File: config.mk
export PLATFORM = sky130hd
export DESIGN_NAME = modbus_rtu_read_master_framer_flat
export DESIGN_NICKNAME = d
export VERILOG_FILES = /design/src/mbrtu_pkg.sv /design/src/mbrtu_if.sv /design/src/mbrtu_fifo.sv /design/src/mbrtu_front.sv /design/src/mbrtu_back.sv /design/src/modbus_rtu_read_master_framer.sv /design/src/flat_wrapper.sv
export VERILOG_INCLUDE_DIRS = /design/src /design/src/src
export SDC_FILE = /design/constraint.sdc
export NUM_CORES = 1
export LEC_CHECK = 0
export ABC_AREA = 1
export BUFFER_PORTS_ARGS = -buffer_cell sky130_fd_sc_hd__buf_2
export CAP_MARGIN = 30
export CORE_ASPECT_RATIO = 1.75
export CORE_MARGIN = 2
export CORE_UTILIZATION = 30
export DETAILED_ROUTE_END_ITERATION = 8
export GPL_TIMING_DRIVEN = 0
export HOLD_SLACK_MARGIN = 0.08
export SYNTH_ARGS = -nofsm -noshare
export SYNTH_HDL_FRONTEND = slang
export SYNTH_SLANG_ARGS = --single-unit
File: constraint.sdc
create_clock -name clk -period 4.1 [get_ports clk]
set_input_delay 0.82 -clock clk [delete_from_list [all_inputs] [get_ports clk]]
set_output_delay 0.82 -clock clk [all_outputs]
set_load 0.005 [all_outputs]
File: src/assert_macros.svh
// Assertion helper macros shared by the framer RTL.
// Each macro expects signals named clk and rst_n in the including scope.
`ifndef ASSERT_MACROS_SVH
`define ASSERT_MACROS_SVH

// Same-cycle implication, checked outside reset.
`define ASSERT_IMP(label, ante, cons) \
    label: assert property (@(posedge clk) disable iff (!rst_n) (ante) |-> (cons)) \
        else $error("implication check failed");

// Next-cycle implication, checked outside reset.
`define ASSERT_NEXT(label, ante, cons) \
    label: assert property (@(posedge clk) disable iff (!rst_n) (ante) |=> (cons)) \
        else $error("next-cycle check failed");

`endif

File: src/mbrtu_pkg.sv
// Shared types, codes and the CRC-16/MODBUS byte step for the RTU read framer.
// No dependencies.
`default_nettype none

package mbrtu_pkg;

    // Configuration defaults.
    localparam int MAX_REGISTERS_DEF = 125;
    localparam int QUEUE_DEPTH_DEF   = 2;

    // Input item types.
    localparam logic [1:0] REQ_SEND    = 2'd0;
    localparam logic [1:0] REQ_BYTE    = 2'd1;
    localparam logic [1:0] REQ_TIMEOUT = 2'd2;

    // Result kinds.
    localparam logic KIND_TX     = 1'b0;
    localparam logic KIND_STATUS = 1'b1;

    // Frame status codes.
    localparam logic [1:0] ST_OK       = 2'd0;
    localparam logic [1:0] ST_CRC_ERR  = 2'd1;
    localparam logic [1:0] ST_BAD_FUNC = 2'd2;
    localparam logic [1:0] ST_TIMEOUT  = 2'd3;

    // Protocol constants.
    localparam logic [7:0]  FUNC_READ_HOLDING = 8'h03;
    localparam logic [15:0] CRC_INIT          = 16'hFFFF;
    localparam logic [15:0] CRC_POLY          = 16'hA001;
    localparam logic [7:0]  RESP_OVERHEAD     = 8'd5;
    localparam logic [7:0]  FUNC_BYTE_NUM     = 8'd2;
    localparam logic [2:0]  TX_LAST_IDX       = 3'd7;
    localparam logic [2:0]  TX_CRC_LO_IDX     = 3'd6;

    // Command queue entry kinds.
    localparam logic QK_SEND   = 1'b0;
    localparam logic QK_STATUS = 1'b1;

    // One command from the front part to the back part.
    typedef struct packed {
        logic        kind;
        logic [7:0]  slave;
        logic [15:0] addr;
        logic [6:0]  cnt;
        logic [1:0]  status;
        logic [7:0]  count;
    } q_entry_t;

    // Queue fill status seen by both sides.
    typedef struct packed {
        logic full;
        logic empty;
    } q_stat_t;

    // One byte of CRC-16/MODBUS (reflected, LSB first).
    function automatic logic [15:0] crc16_update(input logic [15:0] crc_in,
                                                 input logic [7:0]  data);
        logic [15:0] c;
        c = crc_in ^ {8'h00, data};
        for (int i = 0; i < 8; i++)
        begin
            if (c[0])
                c = (c >> 1) ^ CRC_POLY;
            else
                c = c >> 1;
        end
        return c;
    endfunction

endpackage

`default_nettype wire

File: src/mbrtu_if.sv
// Channel interfaces of the RTU read framer: input items, results, configuration.
// Depends on nothing but the package-free payload widths given here.
`default_nettype none

interface mbrtu_req_if;
    logic        valid;
    logic        ready;
    logic [1:0]  req_type;
    logic [15:0] start_address;
    logic [6:0]  register_count;
    logic [7:0]  rx_byte;

    modport source (output valid, req_type, start_address, register_count, rx_byte,
                    input ready);
    modport sink (input valid, req_type, start_address, register_count, rx_byte,
                  output ready);
endinterface

interface mbrtu_res_if;
    logic       valid;
    logic       ready;
    logic       out_kind;
    logic [7:0] tx_byte;
    logic       last;
    logic [1:0] frame_status;
    logic [7:0] bytes_received;

    modport source (output valid, out_kind, tx_byte, last, frame_status, bytes_received,
                    input ready);
    modport sink (input valid, out_kind, tx_byte, last, frame_status, bytes_received,
                  output ready);
endinterface

interface mbrtu_cfg_if;
    logic       valid;
    logic       ready;
    logic [7:0] data;

    modport source (output valid, data, input ready);
    modport sink (input valid, data, output ready);
endinterface

`default_nettype wire

File: src/mbrtu_fifo.sv
// Short command queue between the front and back parts of the framer.
// Depends on mbrtu_pkg for the entry and status types.
`default_nettype none

`include "assert_macros.svh"

module mbrtu_fifo #(
    parameter int DEPTH = 2
) (
    input  wire logic               clk,
    input  wire logic               rst_n,
    input  wire logic               push,
    input  wire mbrtu_pkg::q_entry_t push_data,
    input  wire logic               pop,
    output mbrtu_pkg::q_entry_t     head,
    output mbrtu_pkg::q_stat_t      stat
);
    import mbrtu_pkg::*;

    localparam int PW = $clog2(DEPTH);
    localparam int CW = $clog2(DEPTH + 1);
    localparam logic [PW-1:0] LastPtr = PW'(DEPTH - 1);
    localparam logic [CW-1:0] FullCnt = CW'(DEPTH);

    q_entry_t      mem_reg [DEPTH];
    logic [PW-1:0] wr_ptr_reg, wr_ptr_next;
    logic [PW-1:0] rd_ptr_reg, rd_ptr_next;
    logic [CW-1:0] cnt_reg, cnt_next;

    // Pointer and fill count updates.
    always_comb
    begin
        wr_ptr_next = wr_ptr_reg;
        rd_ptr_next = rd_ptr_reg;
        cnt_next    = cnt_reg;
        if (push)
            wr_ptr_next = (wr_ptr_reg == LastPtr) ? '0 : wr_ptr_reg + PW'(1);
        if (pop)
            rd_ptr_next = (rd_ptr_reg == LastPtr) ? '0 : rd_ptr_reg + PW'(1);
        if (push && !pop)
            cnt_next = cnt_reg + CW'(1);
        else if (pop && !push)
            cnt_next = cnt_reg - CW'(1);
    end

    always_ff @(posedge clk or negedge rst_n)
    begin
        if (!rst_n)
        begin
            wr_ptr_reg <= '0;
            rd_ptr_reg <= '0;
            cnt_reg    <= '0;
        end
        else
        begin
            wr_ptr_reg <= wr_ptr_next;
            rd_ptr_reg <= rd_ptr_next;
            cnt_reg    <= cnt_next;
        end
    end

    // Entry storage; no reset needed for payload.
    always_ff @(posedge clk)
    begin
        if (push)
            mem_reg[wr_ptr_reg] <= push_data;
    end

    assign head       = mem_reg[rd_ptr_reg];
    assign stat.full  = (cnt_reg == FullCnt);
    assign stat.empty = (cnt_reg == '0);

    `ASSERT_IMP(a_fifo_count_range, 1'b1, cnt_reg <= FullCnt)
    `ASSERT_IMP(a_fifo_no_overflow, push, !stat.full || pop)

endmodule

`default_nettype wire

File: src/mbrtu_front.sv
// Front part of the framer: takes input items and configuration, tracks the
// response in progress and queues commands. Depends on mbrtu_pkg and mbrtu_if.
`default_nettype none

`include "assert_macros.svh"

module mbrtu_front #(
    parameter int MAX_REGISTERS = mbrtu_pkg::MAX_REGISTERS_DEF
) (
    input  wire logic           clk,
    input  wire logic           rst_n,
    mbrtu_req_if.sink           req,
    mbrtu_cfg_if.sink           cfg,
    input  wire mbrtu_pkg::q_stat_t q_stat,
    output logic                push,
    output mbrtu_pkg::q_entry_t push_data
);
    import mbrtu_pkg::*;

    localparam logic [6:0] MaxCnt = 7'(MAX_REGISTERS);

    logic [7:0]  slave_addr_reg, slave_addr_next;
    logic        await_reg, await_next;
    logic [7:0]  exp_len_reg, exp_len_next;
    logic [7:0]  idx_reg, idx_next;
    logic [15:0] crc_reg, crc_next;

    logic        accept;
    logic [6:0]  cnt_sat;
    logic [7:0]  idx_inc;
    logic [15:0] crc_upd;

    // The queue has room for whatever one item can need.
    assign req.ready = !q_stat.full;
    assign cfg.ready = 1'b1;
    assign accept    = req.valid && req.ready;

    assign cnt_sat = (req.register_count > MaxCnt) ? MaxCnt : req.register_count;
    assign idx_inc = idx_reg + 8'd1;
    assign crc_upd = crc16_update(crc_reg, req.rx_byte);

    // Configuration register.
    assign slave_addr_next = (cfg.valid && cfg.ready) ? cfg.data : slave_addr_reg;

    // Item classification and response tracking.
    always_comb
    begin
        await_next   = await_reg;
        exp_len_next = exp_len_reg;
        idx_next     = idx_reg;
        crc_next     = crc_reg;
        push         = 1'b0;
        push_data    = '0;
        if (accept)
        begin
            unique case (req.req_type)
                REQ_SEND:
                begin
                    push           = 1'b1;
                    push_data.kind = QK_SEND;
                    push_data.slave = slave_addr_reg;
                    push_data.addr = req.start_address;
                    push_data.cnt  = cnt_sat;
                    await_next     = 1'b1;
                    exp_len_next   = RESP_OVERHEAD + {cnt_sat, 1'b0};
                    idx_next       = '0;
                    crc_next       = CRC_INIT;
                end
                REQ_BYTE:
                begin
                    if (await_reg)
                    begin
                        crc_next = crc_upd;
                        idx_next = idx_inc;
                        priority if (idx_inc == FUNC_BYTE_NUM &&
                                     req.rx_byte != FUNC_READ_HOLDING)
                        begin
                            push             = 1'b1;
                            push_data.kind   = QK_STATUS;
                            push_data.status = ST_BAD_FUNC;
                            push_data.count  = idx_inc;
                            await_next       = 1'b0;
                            crc_next         = CRC_INIT;
                        end
                        else if (idx_inc >= exp_len_reg)
                        begin
                            push             = 1'b1;
                            push_data.kind   = QK_STATUS;
                            push_data.status = (crc_upd == '0) ? ST_OK : ST_CRC_ERR;
                            push_data.count  = idx_inc;
                            await_next       = 1'b0;
                            crc_next         = CRC_INIT;
                        end
                        else
                        begin
                            await_next = 1'b1;
                        end
                    end
                end
                REQ_TIMEOUT:
                begin
                    if (await_reg)
                    begin
                        push             = 1'b1;
                        push_data.kind   = QK_STATUS;
                        push_data.status = ST_TIMEOUT;
                        push_data.count  = idx_reg;
                        await_next       = 1'b0;
                        crc_next         = CRC_INIT;
                    end
                end
                default:
                begin
                    await_next = await_reg;
                end
            endcase
        end
    end

    always_ff @(posedge clk or negedge rst_n)
    begin
        if (!rst_n)
        begin
            slave_addr_reg <= 8'd1;
            await_reg      <= 1'b0;
            exp_len_reg    <= '0;
            idx_reg        <= '0;
            crc_reg        <= CRC_INIT;
        end
        else
        begin
            slave_addr_reg <= slave_addr_next;
            await_reg      <= await_next;
            exp_len_reg    <= exp_len_next;
            idx_reg        <= idx_next;
            crc_reg        <= crc_next;
        end
    end

    `ASSERT_IMP(a_front_idx_below_len, await_reg, idx_reg < exp_len_reg)
    `ASSERT_IMP(a_front_status_needs_wait, push && push_data.kind == QK_STATUS, await_reg)

endmodule

`default_nettype wire

File: src/mbrtu_back.sv
// Back part of the framer: expands queued commands into result transactions
// through an output register. Depends on mbrtu_pkg and mbrtu_if.
`default_nettype none

`include "assert_macros.svh"

module mbrtu_back (
    input  wire logic                clk,
    input  wire logic                rst_n,
    input  wire mbrtu_pkg::q_entry_t head,
    input  wire mbrtu_pkg::q_stat_t  q_stat,
    output logic                     pop,
    mbrtu_res_if.source              res
);
    import mbrtu_pkg::*;

    logic       res_valid_reg, res_valid_next;
    logic       kind_reg, kind_next;
    logic [7:0] tx_reg, tx_next;
    logic       last_reg, last_next;
    logic [1:0] status_reg, status_next;
    logic [7:0] count_reg, count_next;
    logic [2:0] idx_reg, idx_next;
    logic [15:0] crc_reg, crc_next;

    logic        slot_free;
    logic        go;
    logic [7:0]  tx_val;
    logic [15:0] crc_base;

    assign slot_free = !res_valid_reg || res.ready;
    assign go        = slot_free && !q_stat.empty;

    // Request frame byte for the current position.
    always_comb
    begin
        unique case (idx_reg)
            3'd0:    tx_val = head.slave;
            3'd1:    tx_val = FUNC_READ_HOLDING;
            3'd2:    tx_val = head.addr[15:8];
            3'd3:    tx_val = head.addr[7:0];
            3'd4:    tx_val = 8'h00;
            3'd5:    tx_val = {1'b0, head.cnt};
            3'd6:    tx_val = crc_reg[7:0];
            3'd7:    tx_val = crc_reg[15:8];
            default: tx_val = 8'h00;
        endcase
    end

    assign crc_base = (idx_reg == '0) ? CRC_INIT : crc_reg;

    // Result sequencing.
    always_comb
    begin
        res_valid_next = res_valid_reg && !res.ready;
        kind_next      = kind_reg;
        tx_next        = tx_reg;
        last_next      = last_reg;
        status_next    = status_reg;
        count_next     = count_reg;
        idx_next       = idx_reg;
        crc_next       = crc_reg;
        pop            = 1'b0;
        if (go)
        begin
            res_valid_next = 1'b1;
            if (head.kind == QK_STATUS)
            begin
                kind_next   = KIND_STATUS;
                tx_next     = '0;
                last_next   = 1'b0;
                status_next = head.status;
                count_next  = head.count;
                pop         = 1'b1;
            end
            else
            begin
                kind_next   = KIND_TX;
                tx_next     = tx_val;
                last_next   = (idx_reg == TX_LAST_IDX);
                status_next = ST_OK;
                count_next  = '0;
                idx_next    = idx_reg + 3'd1;
                pop         = (idx_reg == TX_LAST_IDX);
                if (idx_reg < TX_CRC_LO_IDX)
                    crc_next = crc16_update(crc_base, tx_val);
            end
        end
    end

    always_ff @(posedge clk or negedge rst_n)
    begin
        if (!rst_n)
        begin
            res_valid_reg <= 1'b0;
            idx_reg       <= '0;
        end
        else
        begin
            res_valid_reg <= res_valid_next;
            idx_reg       <= idx_next;
        end
    end

    // Result payload and frame CRC; no reset needed.
    always_ff @(posedge clk)
    begin
        kind_reg   <= kind_next;
        tx_reg     <= tx_next;
        last_reg   <= last_next;
        status_reg <= status_next;
        count_reg  <= count_next;
        crc_reg    <= crc_next;
    end

    assign res.valid          = res_valid_reg;
    assign res.out_kind       = kind_reg;
    assign res.tx_byte        = tx_reg;
    assign res.last           = last_reg;
    assign res.frame_status   = status_reg;
    assign res.bytes_received = count_reg;

    `ASSERT_IMP(a_back_mid_frame_head, idx_reg != '0, !q_stat.empty && head.kind == QK_SEND)

endmodule

`default_nettype wire

File: src/modbus_rtu_read_master_framer.sv
// Top level of the Modbus RTU read-holding-registers master framer.
// Depends on mbrtu_pkg, mbrtu_if, mbrtu_front, mbrtu_fifo and mbrtu_back.
`default_nettype none

// The block takes one input item per cycle on req while the queue has room: a
// send request, a received response byte or a timeout. A send request yields
// eight transmit transactions on res (address, function 3, start address,
// count, CRC low then high, the last one flagged), and a response that ends
// (wrong function code in its second byte, timeout, or expected length
// reached) yields one status transaction. Received bytes and timeouts with no
// response pending give nothing. The front part classifies each item and keeps
// the running CRC; commands pass through a QUEUE_DEPTH-entry queue to the back
// part, which emits one result per cycle from its output register unless res
// stalls, so other items keep flowing in while a request holds the output,
// until the queue fills. The first result of an item passes through the queue
// and then the output register before it is valid on res. The slave address
// register (reset value 1) is written on cfg and is taken ready at all times.
module modbus_rtu_read_master_framer #(
    parameter int MAX_REGISTERS = mbrtu_pkg::MAX_REGISTERS_DEF,
    parameter int QUEUE_DEPTH   = mbrtu_pkg::QUEUE_DEPTH_DEF
) (
    input  wire logic   clk,
    input  wire logic   rst_n,
    mbrtu_cfg_if.sink   cfg,
    mbrtu_req_if.sink   req,
    mbrtu_res_if.source res
);
    import mbrtu_pkg::*;

    q_entry_t push_data;
    q_entry_t head;
    q_stat_t  q_stat;
    logic     push;
    logic     pop;

    // Item classification and response tracking.
    mbrtu_front #(
        .MAX_REGISTERS(MAX_REGISTERS)
    ) u_front (
        .clk      (clk),
        .rst_n    (rst_n),
        .req      (req),
        .cfg      (cfg),
        .q_stat   (q_stat),
        .push     (push),
        .push_data(push_data)
    );

    // Command queue between the two parts.
    mbrtu_fifo #(
        .DEPTH(QUEUE_DEPTH)
    ) u_fifo (
        .clk      (clk),
        .rst_n    (rst_n),
        .push     (push),
        .push_data(push_data),
        .pop      (pop),
        .head     (head),
        .stat     (q_stat)
    );

    // Result generation.
    mbrtu_back u_back (
        .clk   (clk),
        .rst_n (rst_n),
        .head  (head),
        .q_stat(q_stat),
        .pop   (pop),
        .res   (res)
    );

endmodule

`default_nettype wire

File: src/flat_wrapper.sv
// flat-port wrapper written by rule: the top's interface ports become plain ports
module modbus_rtu_read_master_framer_flat import mbrtu_pkg::*;
#(
    parameter int MAX_REGISTERS = mbrtu_pkg::MAX_REGISTERS_DEF,
    parameter int QUEUE_DEPTH   = mbrtu_pkg::QUEUE_DEPTH_DEF
)
  (clk, rst_n, cfg_valid, cfg_data, cfg_ready, req_valid, req_req_type, req_start_address, req_register_count, req_rx_byte, req_ready, res_valid, res_out_kind, res_tx_byte, res_last, res_frame_status, res_bytes_received, res_ready);
  mbrtu_cfg_if cfg_i ();
  mbrtu_req_if req_i ();
  mbrtu_res_if res_i ();
  input  wire logic clk;
  input  wire logic rst_n;
  input wire logic [$bits(cfg_i.valid)-1:0] cfg_valid;
  input wire logic [$bits(cfg_i.data)-1:0] cfg_data;
  output wire logic [$bits(cfg_i.ready)-1:0] cfg_ready;
  input wire logic [$bits(req_i.valid)-1:0] req_valid;
  input wire logic [$bits(req_i.req_type)-1:0] req_req_type;
  input wire logic [$bits(req_i.start_address)-1:0] req_start_address;
  input wire logic [$bits(req_i.register_count)-1:0] req_register_count;
  input wire logic [$bits(req_i.rx_byte)-1:0] req_rx_byte;
  output wire logic [$bits(req_i.ready)-1:0] req_ready;
  output wire logic [$bits(res_i.valid)-1:0] res_valid;
  output wire logic [$bits(res_i.out_kind)-1:0] res_out_kind;
  output wire logic [$bits(res_i.tx_byte)-1:0] res_tx_byte;
  output wire logic [$bits(res_i.last)-1:0] res_last;
  output wire logic [$bits(res_i.frame_status)-1:0] res_frame_status;
  output wire logic [$bits(res_i.bytes_received)-1:0] res_bytes_received;
  input wire logic [$bits(res_i.ready)-1:0] res_ready;
  assign cfg_i.valid = cfg_valid;
  assign cfg_i.data = cfg_data;
  assign cfg_ready = cfg_i.ready;
  assign req_i.valid = req_valid;
  assign req_i.req_type = req_req_type;
  assign req_i.start_address = req_start_address;
  assign req_i.register_count = req_register_count;
  assign req_i.rx_byte = req_rx_byte;
  assign req_ready = req_i.ready;
  assign res_valid = res_i.valid;
  assign res_out_kind = res_i.out_kind;
  assign res_tx_byte = res_i.tx_byte;
  assign res_last = res_i.last;
  assign res_frame_status = res_i.frame_status;
  assign res_bytes_received = res_i.bytes_received;
  assign res_i.ready = res_ready;
  modbus_rtu_read_master_framer #(.MAX_REGISTERS(MAX_REGISTERS), .QUEUE_DEPTH(QUEUE_DEPTH)) u_core (.clk(clk), .rst_n(rst_n), .cfg(cfg_i), .req(req_i), .res(res_i));
endmodule
==> flow_summary_export.csv <==
group,metric,value,unit
run_status,run_status,"complete, no violations",
synthesis,async_flop_share,0.290,
pwr,vdd_drop_max,0.425,mV
global_route,gr-usage-all-layers,0.137,
sta,holdWs,0.333,ns
final_layout,design_area,10000,µm²
worst_setup_path,cpMostUsedCell,"nand4_1",
synthesis,synth_most_common_cell,"nand2_1",
global_route,antenna_found_initial,0,
synthesis,synthTopCellsByArea,"edfxtp_1 (42%), dfrtp_1 (9.4%), nand2_1 (9.3%)",
synthesis,synth_nets,937,
sta,slew_viol_final,0,
floorplanning,die_w,131,µm
worst_setup_path,crit_path_start_kind,"flop",
sta,max_slew_margin,0.423,
clock_network,root_buffer,"clkbuf_16",
synthesis,synth-seq-cells,169,
placed_design,portBuffers,67,
sta,min_period_over_period,0.899,
worst_setup_path,path_cells,"inv_1, nor3_2, nand4_1, nor2_1, xor2_1, ha_1, nand2_1, nor2_1, nand4_1, and3_1, inv_1, nand2_1, nand4_1, nand2_2, nor2_2",
final_layout,diodes,0,
worst_setup_path,cpMaxStageDelayCell,"nor2_2",
final_layout,area_growth,17.6,%
synthesis,syn_area,8520,µm²
pwr,finalPower,8.23,mW
detailed_routing,vias,5958,
clock_network,clock_latency,0.44,ns
global_route,gr-total-overflow,0,
global_route,grt_pass1_wl,31.5,mm
clock_network,cts_made_buffers,17,
worst_setup_path,r2r_cells,15,
detailed_routing,wl_met2,11.0,mm
pwr,power_density,822,nW/µm²
final_layout,final_cells,1345,
worst_setup_path,cp_data_required_time,4.17,ns
detailed_routing,viasPerCell,4.43,
synthesis,yosysSeqAreaShare,0.569,
synthesis,yosysWarnings,0,
synthesis,ys.flop_type,"edfxtp_1",
synthesis,synth_edf_count,120,
placed_design,dp_slack,0.236,ns
floorplanning,fp-row-count,81,
pwr,leakagePower,4.27,nW
clock_network,cts_tree,"done",
final_layout,fin_nets,1028,
synthesis,synth.distinct_cells,49,
clock_network,cts_setup_buffers,0,
final_layout,largest_reg_flops,84,
sta,timing.fmax,271,MHz
detailed_routing,wl_per_cell,14.8,µm
detailed_routing,wl_met1,7.57,mm
detailed_routing,highest_layer,"met4",
sta,finalHoldViolCount,0,
floorplanning,die_height,227,µm
detailed_routing,met3_length,603,µm
placed_design,dp_cells,1312,
detailed_routing,wirelength,19.9,mm
worst_setup_path,slowest_delay,0.68,ns
worst_setup_path,crit_fanout,12,
worst_setup_path,r2r_end,"u_core.u_fifo.mem_reg[0][24]$_DFFE_PP_",
clock_network,cts_resized,0,
detailed_routing,antenna_left,0,
worst_setup_path,rr_startpoint,"u_core.u_front.idx_reg[0]$_DFFE_PN0P_",
sta,rsz0062_at_grt,"no",
detailed_routing,drt-initial-drc-count,303,
synthesis,synthTopCellsByCount,"nand2_1 (211), edfxtp_1 (120), inv_1 (109), nor2_1 (83), o21ai_0 (33)",
placed_design,place_area,9420,µm²
worst_setup_path,timing_worst_setup_path_type,"flop to flop",
clock_network,cts_sinks,169,
sta,fin_ws,0.415,ns
worst_setup_path,end_kind,"flop",
worst_setup_path,arrival,3.76,ns
clock_network,clockBufferDepth,2,
clock_network,postCtsHoldBufs,0,
floorplanning,die_area,29800,µm²
synthesis,yosys.area.top_type_share,0.423,
placed_design,place.gp.congestion,0.920,
synthesis,yosysTopAreaCell,"edfxtp_1",
synthesis,netlist_instances,868,
worst_hold_path,hp-class,"input port to async pin",
global_route,grt_pass1_vias,6033,
global_route,grt_max_degree,32,
synthesis,syn-mean-instance-area,9.82,µm²
floorplanning,pin_count,69,
clock_network,clkTransAtPathRegs,0.07,ns
worst_setup_path,reg2reg_slack,0.41,ns
floorplanning,core-area,28000,µm²
final_layout,fillCellCount,2838,
final_layout,utilization,0.358,
placed_design,dp_hpwl,15.2,mm
final_layout,drive_gt1_frac,0.201,
run,cap_violations,0,
sta,final.setup_skew,0.00977,ns
sta,tightest_slew,0.864,ns
floorplanning,initial_utilization,0.305,
detailed_routing,firstDrtPassIters,4,
detailed_routing,drc,0,
sta,setup_viol,0,
sta,setup_tns,0,ns
sta,fin_crit,3.69,ns
clock_network,h-tree-depth,4,
## cell families after synthesis
family,Yosys count,share of synthesized area
compound gates,105,0.0743
xor+xnor,44,0.0523
fa+ha+maj,23,0.0338
buf+inv,146,0.0722
flops,169,0.569
other cells,1,0.000440
simple gates,380,0.198
## layout by cell type, fill, tap and decap left out, drive strengths merged, types with 6 or more instances in the layout
master,count
nand2,226
inv,124
edfxtp,120
nor2,94
buf,81
o21ai,40
nand3,38
clkbuf,33
dfrtp,32
a21oi,27
xor2,27
ha,23
o22ai,18
dfstp,17
xnor2,17
o32ai,9
nand4,6
nor3,6
## worst max-delay path: cells and delay by family (launching register included)
family | cells | cell delay, ns
buffers and inverters | 2 | 0.22
flip-flops | 1 | 0.50
adder cells (fa/ha/maj) | 1 | 0.22
XOR/XNOR | 1 | 0.33
AND/OR/NAND/NOR | 11 | 2.04
## final cells by class
cell class	instances	area (µm²)	share of cell area
Sequential cell	169	4850	0.484
Timing Repair Buffer	71	418	0.0417
Clock inverter	12	116	0.0116
Tap cell	373	467	0.0466
Clock buffer	20	468	0.0467
Buffer	23	151	0.0151
Inverter	123	464	0.0463
Multi-Input combinational cell	554	3080	0.308
## how the worst max path moves through the flow
stage / start / endpoint / slack, ns / cells after the start
floorplan: u_core.u_front.idx_reg[2]$_DFFE_PN0P_ / u_core.u_fifo.mem_reg[1][0]$_DFFE_PP_ / 0.47 / 15
global placement: u_core.u_front.idx_reg[0]$_DFFE_PN0P_ / u_core.u_fifo.mem_reg[1][18]$_DFFE_PP_ / -0.69 / 15
detailed placement: u_core.u_front.idx_reg[0]$_DFFE_PN0P_ / u_core.u_fifo.mem_reg[0][18]$_DFFE_PP_ / 0.24 / 16
CTS: u_core.u_front.idx_reg[0]$_DFFE_PN0P_ / u_core.u_fifo.mem_reg[0][11]$_DFFE_PP_ / 0.20 / 16
global route: u_core.u_front.idx_reg[0]$_DFFE_PN0P_ / u_core.u_fifo.mem_reg[1][27]$_DFFE_PP_ / 0.13 / 16
finish: u_core.u_front.idx_reg[0]$_DFFE_PN0P_ / u_core.u_fifo.mem_reg[0][24]$_DFFE_PP_ / 0.41 / 15
## routing by layer
metal  vias up  GRT usage
met1      2783      0.138
met4         0     0.0680
met5         -          0
met3        38     0.0283
li1       3016          -
met2       121      0.267
## power breakdown
part / switching (mW) / internal (mW) / total, mW
Clock: 0.698 / 0.892 / 1.59
Combinational: 2.52 / 1.38 / 3.90
Sequential: 0.222 / 2.52 / 2.75
Total: 3.44 / 4.80 / 8.23
No activity file was read; power rests on OpenSTA's default activity.
